## config.mk

```make
export PLATFORM = sky130hd
export DESIGN_NAME = dual_protocol_frame_deframer_unit
export DESIGN_NICKNAME = d
export VERILOG_FILES = /design/src/sv/dpfd_pkg.sv /design/src/sv/dpfd_in_stage.sv /design/src/sv/dpfd_core.sv /design/src/sv/dpfd_out_stage.sv /design/src/sv/dual_protocol_frame_deframer_unit.sv
export VERILOG_INCLUDE_DIRS = /design/src /design/src/sv
export SDC_FILE = /design/constraint.sdc
export NUM_CORES = 1
export LEC_CHECK = 0
export BUFFER_PORTS_ARGS = -buffer_cell sky130_fd_sc_hd__buf_2
export CORE_ASPECT_RATIO = 0.5
export CORE_MARGIN = 10
export CORE_UTILIZATION = 30
export DETAILED_ROUTE_END_ITERATION = 8
export GPL_ROUTABILITY_DRIVEN = 1
export SETUP_SLACK_MARGIN = 0.05
export SLEW_MARGIN = 20
export SYNTH_ARGS = -nofsm -noshare
export SYNTH_HDL_FRONTEND = slang
export SYNTH_SLANG_ARGS = --single-unit
```

## constraint.sdc

```tcl
create_clock -name clock -period 6.81 [get_ports clock]
set_input_delay 0.681 -clock clock [delete_from_list [all_inputs] [get_ports clock]]
set_output_delay 0.681 -clock clock [all_outputs]
set_load 0.005 [all_outputs]
```

## src/sv/dual_protocol_frame_deframer_unit_defines.svh

```systemverilog
// Assertion macros shared by the deframer RTL.
`ifndef DUAL_PROTOCOL_FRAME_DEFRAMER_UNIT_DEFINES_SVH
`define DUAL_PROTOCOL_FRAME_DEFRAMER_UNIT_DEFINES_SVH

`ifndef SYNTHESIS

// Property checked on every clock edge outside reset.
`define DPFD_ASSERT(label, clk, rst, prop) \
   label: assert property (@(posedge clk) disable iff (rst) (prop)) \
      else $error("dpfd assertion failed: %m");

// Condition that must never hold outside reset.
`define DPFD_NEVER(label, clk, rst, cond) \
   label: assert property (@(posedge clk) disable iff (rst) !(cond)) \
      else $error("dpfd forbidden condition: %m");

`else

`define DPFD_ASSERT(label, clk, rst, prop)
`define DPFD_NEVER(label, clk, rst, cond)

`endif

`endif

```

## src/sv/dpfd_pkg.sv

```systemverilog
// Types and constants of the dual protocol frame deframer.
`default_nettype none

package dpfd_pkg;

   localparam int unsigned FRAME_CAPACITY = 260;
   localparam int unsigned CNT_W          = 9;
   localparam int unsigned LEN_W          = CNT_W + 1;

   typedef logic [CNT_W-1:0] cnt_type;
   typedef logic [LEN_W-1:0] len_type;

   localparam cnt_type FRAME_CAP     = CNT_W'(FRAME_CAPACITY);
   localparam len_type FRAME_CAP_LEN = LEN_W'(FRAME_CAPACITY);

   typedef enum logic {
      OP_BYTE = 1'b0,
      OP_TICK = 1'b1
   } opcode_type;

   typedef enum logic [1:0] {
      PROTO_NONE     = 2'd0,
      PROTO_DISPLAY  = 2'd1,
      PROTO_ACTUATOR = 2'd2
   } proto_type;

   localparam logic [7:0] DISPLAY_SOF0  = 8'h5A;
   localparam logic [7:0] DISPLAY_SOF1  = 8'hA5;
   localparam logic [7:0] ACTUATOR_SOF  = 8'hFF;

   localparam int unsigned FC_EXCEPTION_BIT = 7;
   localparam logic [7:0] FC_WRITE_SINGLE  = 8'h06;
   localparam logic [7:0] FC_WRITE_MULTI   = 8'h10;
   localparam logic [7:0] FC_READ_HOLDING  = 8'h03;
   localparam logic [7:0] FC_READ_INPUT    = 8'h04;

   localparam len_type DISPLAY_HDR_LEN = LEN_W'(3);
   localparam len_type ACT_EXC_LEN     = LEN_W'(5);
   localparam len_type ACT_WRITE_LEN   = LEN_W'(8);
   localparam len_type ACT_READ_BASE   = LEN_W'(5);

   localparam logic [15:0] TIMEOUT_RESET = 16'd30;
   localparam logic [15:0] SILENCE_MAX   = 16'hFFFF;

   typedef struct packed {
      opcode_type opcode;
      logic [7:0] rx_byte;
   } item_type;

   typedef struct packed {
      logic       byte_valid;
      logic [7:0] data_byte;
      cnt_type    byte_index;
      proto_type  byte_protocol;
      logic       frame_done;
      logic       frame_abort;
      proto_type  ended_protocol;
      cnt_type    frame_length;
   } result_type;

endpackage

`default_nettype wire

```

## src/sv/dpfd_in_stage.sv

```systemverilog
// Input register of the deframer.
`default_nettype none

module dpfd_in_stage (
   input  wire logic              clock,
   input  wire logic              reset,
   input  wire logic              req_valid,
   input  wire dpfd_pkg::item_type req_item,
   output logic                   req_stall,
   input  wire logic              advance,
   output logic                   item_valid,
   output dpfd_pkg::item_type     item
);

   logic               valid_ff, valid_in;
   dpfd_pkg::item_type item_ff, item_in;

   // hold the current transaction until the core takes it
   assign req_stall = valid_ff && !advance;

   always_comb begin
      valid_in = valid_ff;
      item_in  = item_ff;
      if (!req_stall) begin
         valid_in = req_valid;
         item_in  = req_item;
      end
   end

   always_ff @(posedge clock) begin
      if (reset) begin
         valid_ff <= 1'b0;
      end else begin
         valid_ff <= valid_in;
      end
      item_ff <= item_in;
   end

   assign item_valid = valid_ff;
   assign item       = item_ff;

endmodule

`default_nettype wire

```

## src/sv/dpfd_core.sv

```systemverilog
// Frame state and per-item decode of the deframer.
`default_nettype none
`include "dual_protocol_frame_deframer_unit_defines.svh"

module dpfd_core (
   input  wire logic                clock,
   input  wire logic                reset,
   input  wire logic                csr_wr_en,
   input  wire logic [15:0]         csr_wr_data,
   input  wire logic                item_go,
   input  wire dpfd_pkg::item_type  item,
   output dpfd_pkg::result_type     result,
   output logic                     result_present
);

   dpfd_pkg::proto_type proto_ff, proto_in;
   dpfd_pkg::cnt_type   rcnt_ff, rcnt_in;
   dpfd_pkg::cnt_type   ecnt_ff, ecnt_in;
   logic [7:0]          sec_ff, sec_in;
   logic [7:0]          thd_ff, thd_in;
   logic [15:0]         sil_ff, sil_in;
   logic [15:0]         timeout_ff, timeout_in;

   dpfd_pkg::proto_type start_proto;
   dpfd_pkg::cnt_type   rcnt_next;
   logic [7:0]          rx;

   assign rx        = item.rx_byte;
   assign rcnt_next = rcnt_ff + dpfd_pkg::cnt_type'(1);

   // a byte that can open a frame
   always_comb begin
      if (rx == dpfd_pkg::DISPLAY_SOF0) begin
         start_proto = dpfd_pkg::PROTO_DISPLAY;
      end else if (rx == dpfd_pkg::ACTUATOR_SOF) begin
         start_proto = dpfd_pkg::PROTO_ACTUATOR;
      end else begin
         start_proto = dpfd_pkg::PROTO_NONE;
      end
   end

   always_comb begin
      logic              restart;
      logic              len_bad;
      dpfd_pkg::len_type len_calc;
      logic [7:0]        sec_eff;
      logic [7:0]        thd_eff;

      proto_in   = proto_ff;
      rcnt_in    = rcnt_ff;
      ecnt_in    = ecnt_ff;
      sec_in     = sec_ff;
      thd_in     = thd_ff;
      sil_in     = sil_ff;
      timeout_in = csr_wr_en ? csr_wr_data : timeout_ff;
      result     = '0;
      restart    = 1'b0;
      len_bad    = 1'b0;
      len_calc   = {1'b0, ecnt_ff};
      sec_eff    = sec_ff;
      thd_eff    = thd_ff;

      if (item_go) begin
         if (item.opcode == dpfd_pkg::OP_TICK) begin
            if (sil_ff != dpfd_pkg::SILENCE_MAX) begin
               sil_in = sil_ff + 16'd1;
            end
            // timeout: actuator frames are delivered, display frames dropped
            if (proto_ff != dpfd_pkg::PROTO_NONE && sil_in >= timeout_ff) begin
               result.ended_protocol = proto_ff;
               if (proto_ff == dpfd_pkg::PROTO_ACTUATOR) begin
                  result.frame_done   = 1'b1;
                  result.frame_length = rcnt_ff;
               end else begin
                  result.frame_abort = 1'b1;
               end
               proto_in = dpfd_pkg::PROTO_NONE;
               rcnt_in  = '0;
               ecnt_in  = '0;
            end
         end else if (proto_ff == dpfd_pkg::PROTO_NONE) begin
            restart = 1'b1;
         end else if (rcnt_ff >= dpfd_pkg::FRAME_CAP ||
                      (proto_ff == dpfd_pkg::PROTO_DISPLAY &&
                       rcnt_ff == dpfd_pkg::cnt_type'(1) &&
                       rx != dpfd_pkg::DISPLAY_SOF1)) begin
            // overflow or bad display header: drop and re-examine the byte
            result.frame_abort    = 1'b1;
            result.ended_protocol = proto_ff;
            proto_in = dpfd_pkg::PROTO_NONE;
            rcnt_in  = '0;
            ecnt_in  = '0;
            restart  = 1'b1;
         end else begin
            result.byte_valid    = 1'b1;
            result.data_byte     = rx;
            result.byte_index    = rcnt_ff;
            result.byte_protocol = proto_ff;
            sil_in  = '0;
            rcnt_in = rcnt_next;
            if (rcnt_ff == dpfd_pkg::cnt_type'(1)) begin
               sec_in  = rx;
               sec_eff = rx;
            end
            if (rcnt_ff == dpfd_pkg::cnt_type'(2)) begin
               thd_in  = rx;
               thd_eff = rx;
            end
            if (proto_ff == dpfd_pkg::PROTO_DISPLAY) begin
               if (rcnt_ff == dpfd_pkg::cnt_type'(2)) begin
                  len_calc = dpfd_pkg::DISPLAY_HDR_LEN + {2'b00, rx};
                  len_bad  = (rx == 8'd0) || (len_calc > dpfd_pkg::FRAME_CAP_LEN);
               end
            end else if (rcnt_ff != '0) begin
               // length from the function code, recomputed on every byte
               if (sec_eff[dpfd_pkg::FC_EXCEPTION_BIT]) begin
                  len_calc = dpfd_pkg::ACT_EXC_LEN;
               end else if (sec_eff == dpfd_pkg::FC_WRITE_SINGLE ||
                            sec_eff == dpfd_pkg::FC_WRITE_MULTI) begin
                  len_calc = dpfd_pkg::ACT_WRITE_LEN;
               end else if ((sec_eff == dpfd_pkg::FC_READ_HOLDING ||
                             sec_eff == dpfd_pkg::FC_READ_INPUT) &&
                            rcnt_ff >= dpfd_pkg::cnt_type'(2)) begin
                  len_calc = dpfd_pkg::ACT_READ_BASE + {2'b00, thd_eff};
               end
               len_bad = len_calc > dpfd_pkg::FRAME_CAP_LEN;
            end
            if (len_bad) begin
               // drop the frame; the length byte is not reported
               result.byte_valid     = 1'b0;
               result.data_byte      = '0;
               result.byte_index     = '0;
               result.byte_protocol  = dpfd_pkg::PROTO_NONE;
               result.frame_abort    = 1'b1;
               result.ended_protocol = proto_ff;
               proto_in = dpfd_pkg::PROTO_NONE;
               rcnt_in  = '0;
               ecnt_in  = '0;
            end else begin
               ecnt_in = len_calc[dpfd_pkg::CNT_W-1:0];
               if (len_calc != '0 && {1'b0, rcnt_next} == len_calc) begin
                  result.frame_done     = 1'b1;
                  result.ended_protocol = proto_ff;
                  result.frame_length   = rcnt_next;
                  proto_in = dpfd_pkg::PROTO_NONE;
                  rcnt_in  = '0;
                  ecnt_in  = '0;
               end
            end
         end

         if (restart && start_proto != dpfd_pkg::PROTO_NONE) begin
            proto_in             = start_proto;
            rcnt_in              = dpfd_pkg::cnt_type'(1);
            ecnt_in              = '0;
            sil_in               = '0;
            result.byte_valid    = 1'b1;
            result.data_byte     = rx;
            result.byte_index    = '0;
            result.byte_protocol = start_proto;
         end
      end
   end

   assign result_present = result.byte_valid || result.frame_done || result.frame_abort;

   always_ff @(posedge clock) begin
      if (reset) begin
         proto_ff   <= dpfd_pkg::PROTO_NONE;
         rcnt_ff    <= '0;
         ecnt_ff    <= '0;
         sec_ff     <= '0;
         thd_ff     <= '0;
         sil_ff     <= '0;
         timeout_ff <= dpfd_pkg::TIMEOUT_RESET;
      end else begin
         proto_ff   <= proto_in;
         rcnt_ff    <= rcnt_in;
         ecnt_ff    <= ecnt_in;
         sec_ff     <= sec_in;
         thd_ff     <= thd_in;
         sil_ff     <= sil_in;
         timeout_ff <= timeout_in;
      end
   end

   `DPFD_NEVER(a_done_and_abort, clock, reset, result.frame_done && result.frame_abort)
   `DPFD_ASSERT(a_count_in_range, clock, reset, rcnt_ff <= dpfd_pkg::FRAME_CAP)
   `DPFD_ASSERT(a_idle_is_empty, clock, reset,
      proto_ff == dpfd_pkg::PROTO_NONE |-> (rcnt_ff == '0 && ecnt_ff == '0))
   `DPFD_ASSERT(a_store_clears_silence, clock, reset,
      (item_go && result.byte_valid) |=> sil_ff == '0)

endmodule

`default_nettype wire

```

## src/sv/dpfd_out_stage.sv

```systemverilog
// Result register of the deframer.
`default_nettype none
`include "dual_protocol_frame_deframer_unit_defines.svh"

module dpfd_out_stage (
   input  wire logic                 clock,
   input  wire logic                 reset,
   input  wire logic                 load,
   input  wire dpfd_pkg::result_type result,
   output logic                      out_ready,
   input  wire logic                 rsp_stall,
   output logic                      rsp_valid,
   output dpfd_pkg::result_type      rsp
);

   logic                 valid_ff, valid_in;
   dpfd_pkg::result_type rsp_ff, rsp_in;

   // take a new result when empty or when the current one leaves this edge
   assign out_ready = !valid_ff || !rsp_stall;

   always_comb begin
      valid_in = valid_ff;
      rsp_in   = rsp_ff;
      if (load) begin
         valid_in = 1'b1;
         rsp_in   = result;
      end else if (!rsp_stall) begin
         valid_in = 1'b0;
      end
   end

   always_ff @(posedge clock) begin
      if (reset) begin
         valid_ff <= 1'b0;
      end else begin
         valid_ff <= valid_in;
      end
      rsp_ff <= rsp_in;
   end

   assign rsp_valid = valid_ff;
   assign rsp       = rsp_ff;

   `DPFD_ASSERT(a_result_not_empty, clock, reset,
      valid_ff |-> (rsp_ff.byte_valid || rsp_ff.frame_done || rsp_ff.frame_abort))
   `DPFD_NEVER(a_load_while_blocked, clock, reset, load && !out_ready)

endmodule

`default_nettype wire

```

## src/sv/dual_protocol_frame_deframer_unit.sv

```systemverilog
// Top level of the dual protocol frame deframer.
//
// Usage: req_ carries one transaction per accepted edge (req_valid high,
// req_stall low): either a received serial byte (req_opcode 0, req_rx_byte)
// or a one millisecond tick (req_opcode 1). The block tracks display frames
// (5A A5 len ...) and actuator frames (FF fc ... with length from fc) and
// reports every stored byte with its frame index and kind on rsp_, plus
// frame_done / frame_abort so a downstream buffer can commit or drop it.
// Items that cause nothing (idle bytes, quiet ticks) produce no rsp_ transaction.
// A result reaches rsp_valid through the input register, then the decode into the
// result register.
// Throughput: one item per cycle while rsp_stall is low; the frame state register
// is the only loop, updated in a single pass per item.
// Reset (synchronous, active high) returns to idle with timeout_ticks = 30.
// Write timeout_ticks (csr_wr_en / csr_wr_data) only while idle; not enforced.
// When rsp_stall is high the result register holds; at most one more item
// still enters the input register, after which req_stall rises.
`default_nettype none

module dual_protocol_frame_deframer_unit (
   input  wire logic        clock,
   input  wire logic        reset,
   input  wire logic        req_valid,
   output logic             req_stall,
   input  wire logic        req_opcode,
   input  wire logic [7:0]  req_rx_byte,
   output logic             rsp_valid,
   input  wire logic        rsp_stall,
   output logic             rsp_byte_valid,
   output logic [7:0]       rsp_data_byte,
   output logic [8:0]       rsp_byte_index,
   output logic [1:0]       rsp_byte_protocol,
   output logic             rsp_frame_done,
   output logic             rsp_frame_abort,
   output logic [1:0]       rsp_ended_protocol,
   output logic [8:0]       rsp_frame_length,
   input  wire logic        csr_wr_en,
   input  wire logic [15:0] csr_wr_data
);

   dpfd_pkg::item_type   req_item;
   dpfd_pkg::item_type   item;
   dpfd_pkg::result_type result;
   dpfd_pkg::result_type rsp;
   logic                 item_valid;
   logic                 advance;
   logic                 out_ready;
   logic                 result_present;

   assign req_item.opcode  = dpfd_pkg::opcode_type'(req_opcode);
   assign req_item.rx_byte = req_rx_byte;

   // process the held item whenever the result register can take its outcome
   assign advance = item_valid && out_ready;

   dpfd_in_stage u_in (
      .clock      (clock),
      .reset      (reset),
      .req_valid  (req_valid),
      .req_item   (req_item),
      .req_stall  (req_stall),
      .advance    (advance),
      .item_valid (item_valid),
      .item       (item)
   );

   dpfd_core u_core (
      .clock          (clock),
      .reset          (reset),
      .csr_wr_en      (csr_wr_en),
      .csr_wr_data    (csr_wr_data),
      .item_go        (advance),
      .item           (item),
      .result         (result),
      .result_present (result_present)
   );

   // only items with an outcome become rsp_ transactions
   dpfd_out_stage u_out (
      .clock     (clock),
      .reset     (reset),
      .load      (advance && result_present),
      .result    (result),
      .out_ready (out_ready),
      .rsp_stall (rsp_stall),
      .rsp_valid (rsp_valid),
      .rsp       (rsp)
   );

   // unpack the result register onto the ports
   assign rsp_byte_valid     = rsp.byte_valid;
   assign rsp_data_byte      = rsp.data_byte;
   assign rsp_byte_index     = rsp.byte_index;
   assign rsp_byte_protocol  = rsp.byte_protocol;
   assign rsp_frame_done     = rsp.frame_done;
   assign rsp_frame_abort    = rsp.frame_abort;
   assign rsp_ended_protocol = rsp.ended_protocol;
   assign rsp_frame_length   = rsp.frame_length;

endmodule

`default_nettype wire
```

* After elaboration in Yosys (flattened, before gate mapping)
Cells that the tools add are included.
Storage, ports and cells: flip-flop bits (word level) 112, output and inout bits 35, input port bits 30, word-level logic and storage cells 167
Operators by class: bitwise logic cells 4, $add $sub $neg 4, equality and inequality tests 17, muxes and demuxes 87, $lt $le $gt $ge 5, reductions and logical operators 31
Operators with widths (number):
- 10-bit 2-to-1 mux | 16
- 9-bit 2-to-1 mux | 16
- 16-bit 2-to-1 mux | 7
- 8-bit 2-to-1 mux | 10
- 33-bit 2-to-1 mux | 2
- 20-bit 2-to-1 mux | 3
- 13-bit 2-to-1 mux | 2
- 21-bit 2-to-1 mux | 1
- 10-bit by 9-bit greater-than comparator with 1-bit output (second input constant) | 2
- 2-bit 2-to-1 mux | 10
- 1-bit 2-to-1 mux | 18
- 16-bit by 1-bit adder with 16-bit output (second input constant) | 1
- 8-bit by 3-bit equality test with 1-bit output (second input constant) | 2
- 16-bit >= comparator | 1
- 16-bit != test (second input constant) | 1
- 11-bit 2-to-1 mux | 1
- 9-bit by 10-bit equality test with 1-bit output | 1
- 10-bit nonzero test | 1
- 2-bit by 8-bit adder with 9-bit output (first input constant) | 1
- 3-bit by 8-bit adder with 9-bit output (first input constant) | 1
- 9-bit by 1-bit adder with 9-bit output (second input constant) | 1
- 9-bit by 1-bit equality test with 1-bit output (second input constant) | 1
- 9-bit by 2-bit equality test with 1-bit output (second input constant) | 1
- 9-bit by 2-bit >= comparator with 1-bit output (second input constant) | 1
- 24 further kinds | 47

* Depth between registers and ports, before layout
depth after elaboration 39, depth in mapped cells 22, mapped depth without buffers 20

* Hierarchy
Synthesis repeated with hierarchy kept, for this count alone.
Second synthesis, totals: cells, all modules 850, area total of the unflattened synthesis 7460.9 µm²
By module, submodules not included:
- dpfd_core | times used 1, cells an instance 797, area an instance 6104.6 µm², sequential area each 1361.3 µm²
- dpfd_out_stage | times used 1, cells an instance 37, area an instance 1023.5 µm², sequential area each 1011.0 µm²
- dpfd_in_stage | times used 1, cells an instance 14, area an instance 320.3 µm², sequential area each 290.3 µm²
- dual_protocol_frame_deframer_unit | times used 1, cells an instance 2, area an instance 12.5 µm², sequential area each 0.0 µm²

* Worst setup path after synthesis
No wires, ideal clock.
path type flip-flop to flip-flop, start reg u_core.sil_ff[4] (netlist name), end reg u_out.rsp_ff (netlist bit u_out.rsp[17]) (data pin), path buffers 2, required time 6555 ps, period minus slack after synthesis 4741 ps, stages on the path, launching flop included 22, arrival 4486 ps, path slack 2069 ps, setup time 255 ps, path through dfxtp_1 and3_1 and3_1 nand3_1 nor2_1 nand3_1 or2_2 clkbuf_1 xnor2_1 ha_1 nand2b_1 a21o_1 a211oi_1 o21bai_1 a2111oi_0 o221a_2 o22ai_1 and3_1 o31ai_4 inv_2 buf_2 and3_1
RTL lines:
- end signal, assigned | line dpfd_out_stage.sv:39 | rsp_ff <= rsp_in;
- end, declared | line dpfd_out_stage.sv:17 | dpfd_pkg::result_type rsp_ff, rsp_in;

* Worst setup path after layout
start reg u_core.rcnt_ff[0], end reg u_core.ecnt_ff[6]
Between the ends: word-level cells in the longest chain between the ends 32, elaborated cells between the ends (all ways) 68, classes of those cells 2 x add/sub; 3 x order compare; 9 x eq/ne; 43 x mux; 11 x reduce/logical
RTL lines:
- start, declared | line dpfd_core.sv:17 | dpfd_pkg::cnt_type rcnt_ff, rcnt_in;
- start signal, assigned | line dpfd_core.sv:178 | rcnt_ff <= rcnt_in;
- parallel branches: the longest is 32 deep, another holds 3-bit by 8-bit adder with 9-bit output
- end signal, assigned | line dpfd_core.sv:179 | ecnt_ff <= ecnt_in;
- end, declared | line dpfd_core.sv:18 | dpfd_pkg::cnt_type ecnt_ff, ecnt_in;
Several ways; the timed one is not identified. The select of a mux whose other input is x is not followed. A chain may end at the register's enable or synchronous reset.

==> impl_metrics.csv <==
group,metric,value,unit
status,status,"finished, final reports clean",
synthesis,synth_area_per_cell,8.68,sq um
sta,hold_violations,0,
place,post-dp-hpwl,16000,um
floorplanning,core-area,23100,sq um
finish,drive_gt1_share,13.1,%
worst_setup_path,critPathMaxFanout,23,
synthesis,ys_ff_latch,112,
synthesis,ys_types,88,
floorplanning,initial_core_util,30.8,%
global_routing,grt_pass1_vias,6103,
global_routing,grt_pass1_wl,34000,um
clock_network,clkTransAtPathRegs,0.08,ns
run,drv_cap,0,
worst_hold_path,min_from,"req_rx_byte[7]",
routing,drtIter0Drc,766,
clock_network,max-clock-path-buffers,2,
floorplanning,die_w,238,um
synthesis,ys_async_sr_fraction,0,%
finish,num-fill-cells,2396,
clock_network,post_cts_buffers,0,
global_routing,met1_usage,18.7,%
worst_setup_path,cp-start-kind,"flop",
power_and_ir_drop,ir_worst_vdd,0.137,mV
sta,max_freq,175,MHz
floorplanning,io_pins,65,
worst_setup_path,reg2reg_to,"u_core.ecnt_ff[6]$_SDFFE_PP0P_",
worst_setup_path,worstSetupPathType,"reg2reg",
finish,final_nets,908,
sta,period_minus_slack,5.72,ns
finish,fin_util,34.4,%
floorplanning,die_area,30600,sq um
sta,skew,0.0160,ns
sta,setup_violations,0,
sta,fin_crit_sh,84.0,%
floorplanning,die_h,129,um
synthesis,synth.net_count,876,
routing,wire_per_inst,18.4,um
sta,rsz0062_at_grt,"no",
global_routing,grt_start_max_net_pins,57,
synthesis,dominantRegCellSynth,"dfxtp_1",
worst_hold_path,min_path_type,"in2reg",
worst_setup_path,ff2ff_path_depth,19,
global_routing,antenna_found_initial,0,
synthesis,ys_seq_area_share,37.4,%
routing,drt-pass1-iter-count,6,
clock_network,clk_latency,0.37,ns
worst_setup_path,r2r_start,"u_core.rcnt_ff[0]$_SDFFE_PP0P_",
worst_setup_path,r2r_setup_slack,1.09,ns
synthesis,synth_area,7110,sq um
sta,whs,0.485,ns
synthesis,synth_edf_count,42,
routing,drc,0,
finish,synthToLayoutAreaGrowth,11.6,%
floorplanning,row_count,39,
clock_network,h-tree-depth,3,
routing,wl,21400,um
routing,ant_nets,0,
clock_network,ctsResizeCount,0,
sta,tns,0,ns
sta,final_max_slew_viol_count,0,
global_routing,grt_usage,13.8,%
clock_network,cts_root_buf,"clkbuf_16",
routing,vias,6262,
global_routing,grt-ovfl-total,0,
finish,diodes,0,
power_and_ir_drop,power_density,170,nW/um^2
worst_hold_path,holdPathStages,1,
worst_setup_path,endpoint_kind,"flop",
clock_network,cts_tree,"done",
worst_hold_path,min_to,"u_in.item[7]$_DFFE_PN_",
sta,slew_headroom,42.5,%
worst_setup_path,worstPathArrival,6.05,ns
worst_setup_path,worstPathRequired,7.13,ns
power_and_ir_drop,leakage,3.18,nW
synthesis,synthCells,819,
global_routing,groute.layer.met3.usage,2.88,%
clock_network,hold_buffers,0,
synthesis,ys_warn_count,0,
global_routing,busiest_layer,"met2",
sta,tightest_slew,0.856,ns
clock_network,cts_buffers,9,
place,io_buffers,64,
place,globalplace.congestion,1.00,
global_routing,use_met2,22.1,%
routing,vias_per_cell,5.38,
clock_network,clock_sinks,112,
cell families (layout without fill, tap and decap cells):
family / after synthesis / after routing / synth area share (%)
muxes: 35 / 35 / 5.05
AOI/OAI and AO/OA: 193 / 193 / 19.5
xor gates and xnor gates: 37 / 37 / 4.56
buffers and inverters: 84 / 121 / 5.01
DFF: 112 / 112 / 37.4
adders and majority gates: 27 / 27 / 4.75
and+or+nand+nor: 331 / 331 / 23.7
Yosys cell counts, drive strengths merged (6+ instances only):
cell | instances | share of area (%)
a211oi | 6 | 0.70
a21boi | 6 | 0.69
a21o | 10 | 1.1
a21oi | 51 | 3.7
a22o | 6 | 0.74
a22oi | 11 | 1.2
a31oi | 8 | 0.70
and2 | 11 | 0.97
and3 | 15 | 1.3
and4 | 7 | 0.86
buf | 14 | 1.3
clkbuf | 34 | 1.8
dfxtp | 70 | 20
edfxtp | 42 | 18
ha | 27 | 4.8
inv | 35 | 1.8
mux2i | 31 | 4.4
nand2 | 76 | 4.0
nand2b | 7 | 0.62
nand3 | 28 | 2.0
nand4 | 13 | 1.1
nor2 | 99 | 5.4
nor2b | 7 | 0.62
nor3 | 32 | 2.5
nor4 | 10 | 1.3
o211ai | 7 | 0.74
o21ai | 26 | 1.8
o2bb2ai | 10 | 1.2
o31ai | 6 | 0.83
or2 | 7 | 0.62
or3 | 6 | 0.53
xnor2 | 22 | 2.7
xor2 | 15 | 1.8
stage by stage:
stage | cell area, sq um | total power [mW] | setup slack [ns] | cells
after global routing | 7940 | 1.40 | 0.589 | 1163
after detailed placement | 7630 | 0.800 | 1.22 | 1147
after floorplan | 7110 | 0.773 | 2.07 | 819
after global placement | 7630 | 0.798 | 1.45 | 1147
final | 7940 | 1.35 | 1.09 | 1163
after CTS | 7940 | 1.36 | 1.19 | 1163
final cells by class:
cell class / instances / area, sq um / share of cell area, %
clock buffers: 14 / 267 / 3.36
clock inverters: 2 / 36.3 / 0.457
inverters: 36 / 135 / 1.70
multi-input cells: 623 / 4090 / 51.6
flip-flops and latches: 112 / 2660 / 33.6
well taps: 307 / 384 / 4.84
repair buffers: 69 / 358 / 4.51
sequential cells by signal, indices dropped and copies added, names as in the netlist:
signal	flops
u_core.ecnt_ff	9
u_core.thd_ff	8
u_in.item	9
u_in.item_valid	1
u_core.timeout_ff	16
u_core.sil_ff	16
u_out.rsp_valid	1
u_core.proto_ff	2
u_out.rsp	33
u_core.rcnt_ff	9
u_core.sec_ff	8
layout by cell type (no fill, tap or decap), drive strengths merged, types with 11 or more instances in the layout:
| master | n |
|---|---|
| nand3 | 28 |
| buf | 69 |
| clkbuf | 14 |
| and3 | 15 |
| nor2 | 99 |
| and2 | 11 |
| xor2 | 15 |
| a21oi | 51 |
| mux2i | 31 |
| edfxtp | 42 |
| dfxtp | 70 |
| nand4 | 13 |
| ha | 27 |
| nor3 | 32 |
| a22oi | 11 |
| o21ai | 26 |
| nand2 | 76 |
| xnor2 | 22 |
| inv | 36 |
routing by layer:
metal  up-vias  share of wire, %
li1       3049                 -
met1      2965                47
met2       226                45
met3        22               7.0
met4         0               1.4
met5         -                 0
power breakdown:
part           internal (mW)  switching (mW)  total [mW]  leakage (nW)
Clock                  0.311           0.254       0.565         0.150
Combinational         0.0271          0.0431      0.0702          2.03
Sequential             0.699          0.0158       0.715          1.00
critical path, cell delays in order (launching register included):
cell	delay, ns
dfxtp_1	0.58
clkinv_1	0.35
ha_1	0.36
nor4b_2	0.20
nand2_1	0.39
a21boi_1	0.20
inv_1	0.12
ha_1	0.31
o2111ai_1	0.18
xnor2_1	0.17
nand2_1	0.06
o21ai_0	0.14
a2111oi_0	0.40
a31oi_1	0.18
a21bo_2	0.33
nor2_2	0.30
o31ai_4	0.11
inv_2	0.43
nand3_1	0.48
a2bb2o_1	0.38
worst max-delay path by stage:
stage | from | to | slack (ns) | depth (start not counted)
after floorplan | u_core.sil_ff[4]$_SDFFE_PP0P_ | u_out.rsp[17]$_SDFFCE_PP0P_ | 2.07 | 21
after global placement | u_core.rcnt_ff[0]$_SDFFE_PP0P_ | u_core.ecnt_ff[6]$_SDFFE_PP0P_ | 1.45 | 19
after detailed placement | u_core.rcnt_ff[0]$_SDFFE_PP0P_ | u_core.ecnt_ff[6]$_SDFFE_PP0P_ | 1.22 | 19
after CTS | u_core.rcnt_ff[0]$_SDFFE_PP0P_ | u_core.ecnt_ff[6]$_SDFFE_PP0P_ | 1.19 | 19
after global routing | u_core.rcnt_ff[0]$_SDFFE_PP0P_ | u_core.ecnt_ff[6]$_SDFFE_PP0P_ | 0.59 | 19
final | u_core.rcnt_ff[0]$_SDFFE_PP0P_ | u_core.ecnt_ff[6]$_SDFFE_PP0P_ | 1.09 | 19
Power figures use the tool's default switching activity.
